### src/hdl/ffra_mem.sv
`default_nettype none
module ffra_mem #(
   parameter int DEPTH = 64,
   parameter int WIDTH = 78
) (
   input  wire logic                     clock,
   input  wire logic                     wr_en,
   input  wire logic [$clog2(DEPTH)-1:0] wr_addr,
   input  wire logic [WIDTH-1:0]         wr_data,
   input  wire logic [$clog2(DEPTH)-1:0] rd_addr,
   output      logic [WIDTH-1:0]         rd_data
);
   logic [WIDTH-1:0] mem_ff [DEPTH];
   logic [WIDTH-1:0] rd_data_ff;

   always_ff @(posedge clock) begin
      if (wr_en) begin
         mem_ff[wr_addr] <= wr_data;
      end
      rd_data_ff <= mem_ff[rd_addr];
   end

   assign rd_data = rd_data_ff;
endmodule
`default_nettype wire

### config.mk
export PLATFORM = sky130hd
export DESIGN_NAME = ffra_mem
export DESIGN_NICKNAME = d
export VERILOG_FILES = /design/src/hdl/ffra_mem.sv
export SDC_FILE = /design/constraint.sdc
export NUM_CORES = 2
export LEC_CHECK = 0
export BUFFER_PORTS_ARGS = -buffer_cell sky130_fd_sc_hd__buf_4
export CORE_ASPECT_RATIO = 1.5
export CORE_MARGIN = 1.5
export CORE_UTILIZATION = 55
export CTS_CLUSTER_DIAMETER = 60
export CTS_CLUSTER_SIZE = 40
export DETAILED_ROUTE_END_ITERATION = 16
export PLACE_DENSITY = 0.77
export SLEW_MARGIN = 20
export SYNTH_ARGS = -nofsm -noshare
export SYNTH_HDL_FRONTEND = slang
export SYNTH_MEMORY_MAX_BITS = 65536
export SYNTH_SLANG_ARGS = --single-unit
### constraint.sdc
create_clock -name clock -period 19.7 [get_ports clock]
set_input_delay 3.94 -clock clock [delete_from_list [all_inputs] [get_ports clock]]
set_output_delay 3.94 -clock clock [all_outputs]
set_load 0.03 [all_outputs]
## Yosys cells after proc, flatten, opt, wreduce, memory -nomap -nowiden

Memory sizes are Yosys's and may differ from the RTL's. A register that Yosys moved wholly into a read port is not among the register bits.
Cells that the tools add are included.

| word-level totals | value |
|---|---|
| RAM bits | 4992 |
| memories | 1 |
| bits in registers | 0 |
| logic and storage cells | 3 |
| output and inout bits | 78 |

Memory list:

| name | words | width | rd ports | clocked after memory_dff | write ports | RTL line | RTL |
|---|---|---|---|---|---|---|---|
| mem_ff | 64 | 78 | 1 | 1 | 1 | 13 | `logic [WIDTH-1:0] mem_ff [DEPTH];` |

| operators by class | value |
|---|---|
| muxes and demuxes | 2 |

Operator list:

| kind | number |
|---|---|
| $mux 1 | 2 |

## Longest topological paths before layout

| logic depth | value |
|---|---|
| depth in word-level cells | 2 |
| depth in mapped cells | 10 |

## Worst setup path before layout

Ideal clock, no wire load.

| timing | value |
|---|---|
| path kind | input to register |
| start | in wr_addr[3] |
| end | mem mem_ff[48][0], enable pin |
| stages on the path | 4 |
| path buffers | 1 |
| slack | 9340 ps |
| setup time | 610 ps |
| arrival | 9751 ps |
| cells stage by stage | clkbuf_1 nor2b_1 nand4b_1 nor3_1 |

RTL lines:

| item | RTL line | RTL |
|---|---|---|
| from (decl) | 8 | `input wire logic [$clog2(DEPTH)-1:0] wr_addr,` |
| to (decl) | 13 |  |

Straight into the memory's write port.

==> impl_results.md <==
* Mapped cell area at 191000 um^2
* Fillers at 22900
* Post-synth ARST share at 0
* Die Wd at approximately 480 um
* Core footprint at about 350000 um^2
* Worst Skew at 0.0901 ns
* Die Y at between 700 and 800 um
* Placed wire-length estimate at ~260 mm
* EDFF count, synth at ~5000
* Setup crit end kind: flip-flop
* DRC at 0
* Cell Chain, Critical Path: buf_8 -> buf_12 -> buf_4 -> buf_4 -> buf_4 -> mux4_2 -> or3_1 -> a41oi_1 -> nor2_1
* Area share of the largest cell type after synthesis at 0.785
* Fin. Hold Viols at 0
* Clock sink count at slightly above 5000
* Hold path start: mem_ff[31][73]
* Final setup violation count at 0
* Final #Nets at 8419
* Gr ovfl total at 0
* Layout cell share with drive strength beyond 1 at 0.244
* Clock buffer depth at 4
* All-layer global routing usage at 0.294
* Vias in the first global route at roughly 92000
* Iter 0 DRT Violations at 15700
* Initial core utilization at 0.553
* Pin count of the biggest net entering global routing at roughly 130
* FF+latch count, synth at between 5000 and 6000
* Crit path top cell by count: buf_4
* Pwr dens at about 90 nW/um^2
* Slew @ Worst Pin at 1.33 ns
* Hold Slack at approximately 0.8 ns
* P_leak at ~62 nW
* Initial antenna violation count at 30
* Seq/Total Area, Yosys at 0.793
* Clock-pin slew on the worst setup and hold paths at around 0.13 ns
* Hold WC Path Type: flip-flop to flip-flop
* Num CTS Buffers at 187
* Post-synth top flop: edfxtp_1
* Fmax achieved at between 100 and 150 MHz
* Critical Path RT at approximately 20 ns
* Clk Latency, worst-skew pair at 0.97 ns
* Num rows at around 260
* Slowest-stage cell, CP: buf_4
* Ys Warns at 0
* CTS root buffer: clkbuf_16
* Fin crit share at 0.401
* Syn Inst Count at between 8000 and 9000
* Status: completed
* Most common cell in the synthesized netlist: edfxtp_1
* Arr. time, crit path at a little under 9 ns
* WP buf/inv at 5
* Number of I/O port buffers at about 170
* Mean Syn Cell Area at about 23 um^2
* Max-Cap Viols at 0
* Hold buffer count at CTS at 0
* Area contributors post-synth: edfxtp_1, mux4_2, dfxtp_1, mux2i_1, a22oi_1
* Drt pass-1 iters at 8
* Final WL at around 520 mm
* Critical path class: input pin to flip-flop
* Slew HR at 0.116
* Io pins at 170
* RSZ-0062 raised after global routing: no
* Cts repair resizes at 0
* Post-CTS Repair Setup Buffers at 0
* Max-slew violation count at 0
* Leading area contributor after synthesis: edfxtp_1
* Via Count at between 90000 and 100k
* Setup crit start kind: input pin
* CP delay by family, top: buffers and inverters
* R2r startpoint: mem_ff[55][63]
* First-pass GRT wire length at slightly above 700 mm
* CTS tree: yes
* Routability Congestion at a little under 0.8
* Final min period at 7.91 ns
* Vias per cell at just over 7
* Most frequent cells after synthesis: edfxtp_1, mux4_2, nand2_1
* Layout area overhead at 7.34%
* Peak supply drop at between 70 and 80 uV
* Netlist cell types at 31
* Final ANT Viol Nets at 0
* H-tree levels at 4
* Syn nets at around 8300
* Largest stage delay, worst path at between 0.7 and 0.8 ns
* DIE AREA at roughly 350000 um^2
* Setup TNS at 0 ns
* Highest net fanout along the worst path at between 100 and 150
* Average wire per standard cell at 39.8 um
* Fin util at 0.594
* Setup crit start: rd_addr[2]
==> cell usage in the layout (no fill, tap or decap), types with 21 or more instances in the layout <==
cell          n
inv_8        21
nor2_1       55
nor2_4       64
mux2i_1     156
or3_1        55
edfxtp_1   4992
dfxtp_1      78
nand3_1     213
a211oi_1     26
diode_2      39
o21ai_1      21
and3_1       26
nor2b_1      31
a22oi_1     156
nand2_1     215
buf_12       41
buf_4       327
nand4_1     106
mux4_2     1248
clkbuf_16   191
or2_2        54
o22ai_1     104
a41oi_1      52
o221ai_1     52
o21ai_0      30
==> power by group <==
group	switching (mW)	internal, mW	total [mW]
Combinational	0.674	0.372	1.05
Clock	3.40	2.06	5.46
Sequential	0.0482	11.9	12.0
Total	4.12	14.4	18.5
==> cell type report <==
cell class              count  area, um^2  share of cell area
clock inverters           121        1880             0.00916
well taps                4522        5660              0.0276
repair buffers            375        3400              0.0166
clock buffers             208        4840              0.0236
multi-input cells        2693       37600               0.184
flip-flops and latches   5070      151000               0.739
diodes                     39        97.6            0.000476
==> worst paths after layout <==
kind / slack (ns) / to / depth (start not counted)
hold reg to reg: 0.81 / rd_data[73] / 5
hold / removal: 0.81 / rd_data[73] / 5
setup / recovery: 11.79 / rd_data[33] / 9
setup reg to reg: 17.48 / rd_data[63] / 5
==> per-stage QoR <==
| stage | area [um^2] | setup slack [ns] | instances | total power, mW |
|---|---|---|---|---|
| 2_1_floorplan | 191000 | 9.34 | 8237 | 12.8 |
| 3_3_place_gp | 198000 | 10.77 | 12700 | 13.2 |
| 3_5_place_dp | 198000 | 10.77 | 12700 | 13.3 |
| 4_1_cts | 205000 | 11.76 | 13000 | 18.5 |
| 5_1_grt | 205000 | 11.40 | 13000 | 18.9 |
| 6_report | 205000 | 11.79 | 13000 | 18.5 |
==> cell families after synthesis <==
group | synth area share
AOI/OAI and AO/OA | 0.0167
DFF | 0.793
and+or+nand+nor | 0.0220
muxes | 0.155
buffers and inverters | 0.0127
==> routing by layer <==
metal,part of all wire,vias up,track usage
met3,0.12,1355,0.0438
met2,0.51,7312,0.496
met5,0.00024,-,0
li1,-,35100,-
met4,0.062,16,0.161
met1,0.32,49600,0.369
==> worst register-to-register path: cells and delay by family, from the launching register on <==
family          cells  cell delay, ns
mux                 2            1.04
flops               1            0.40
compound gates      2            0.55
simple gates        1            0.10
==> flip-flops by register name, indices dropped and copies added, names as in the netlist <==
signal,flops
mem_ff,4992
rd_data,78
Power figures use the tool's default switching activity.
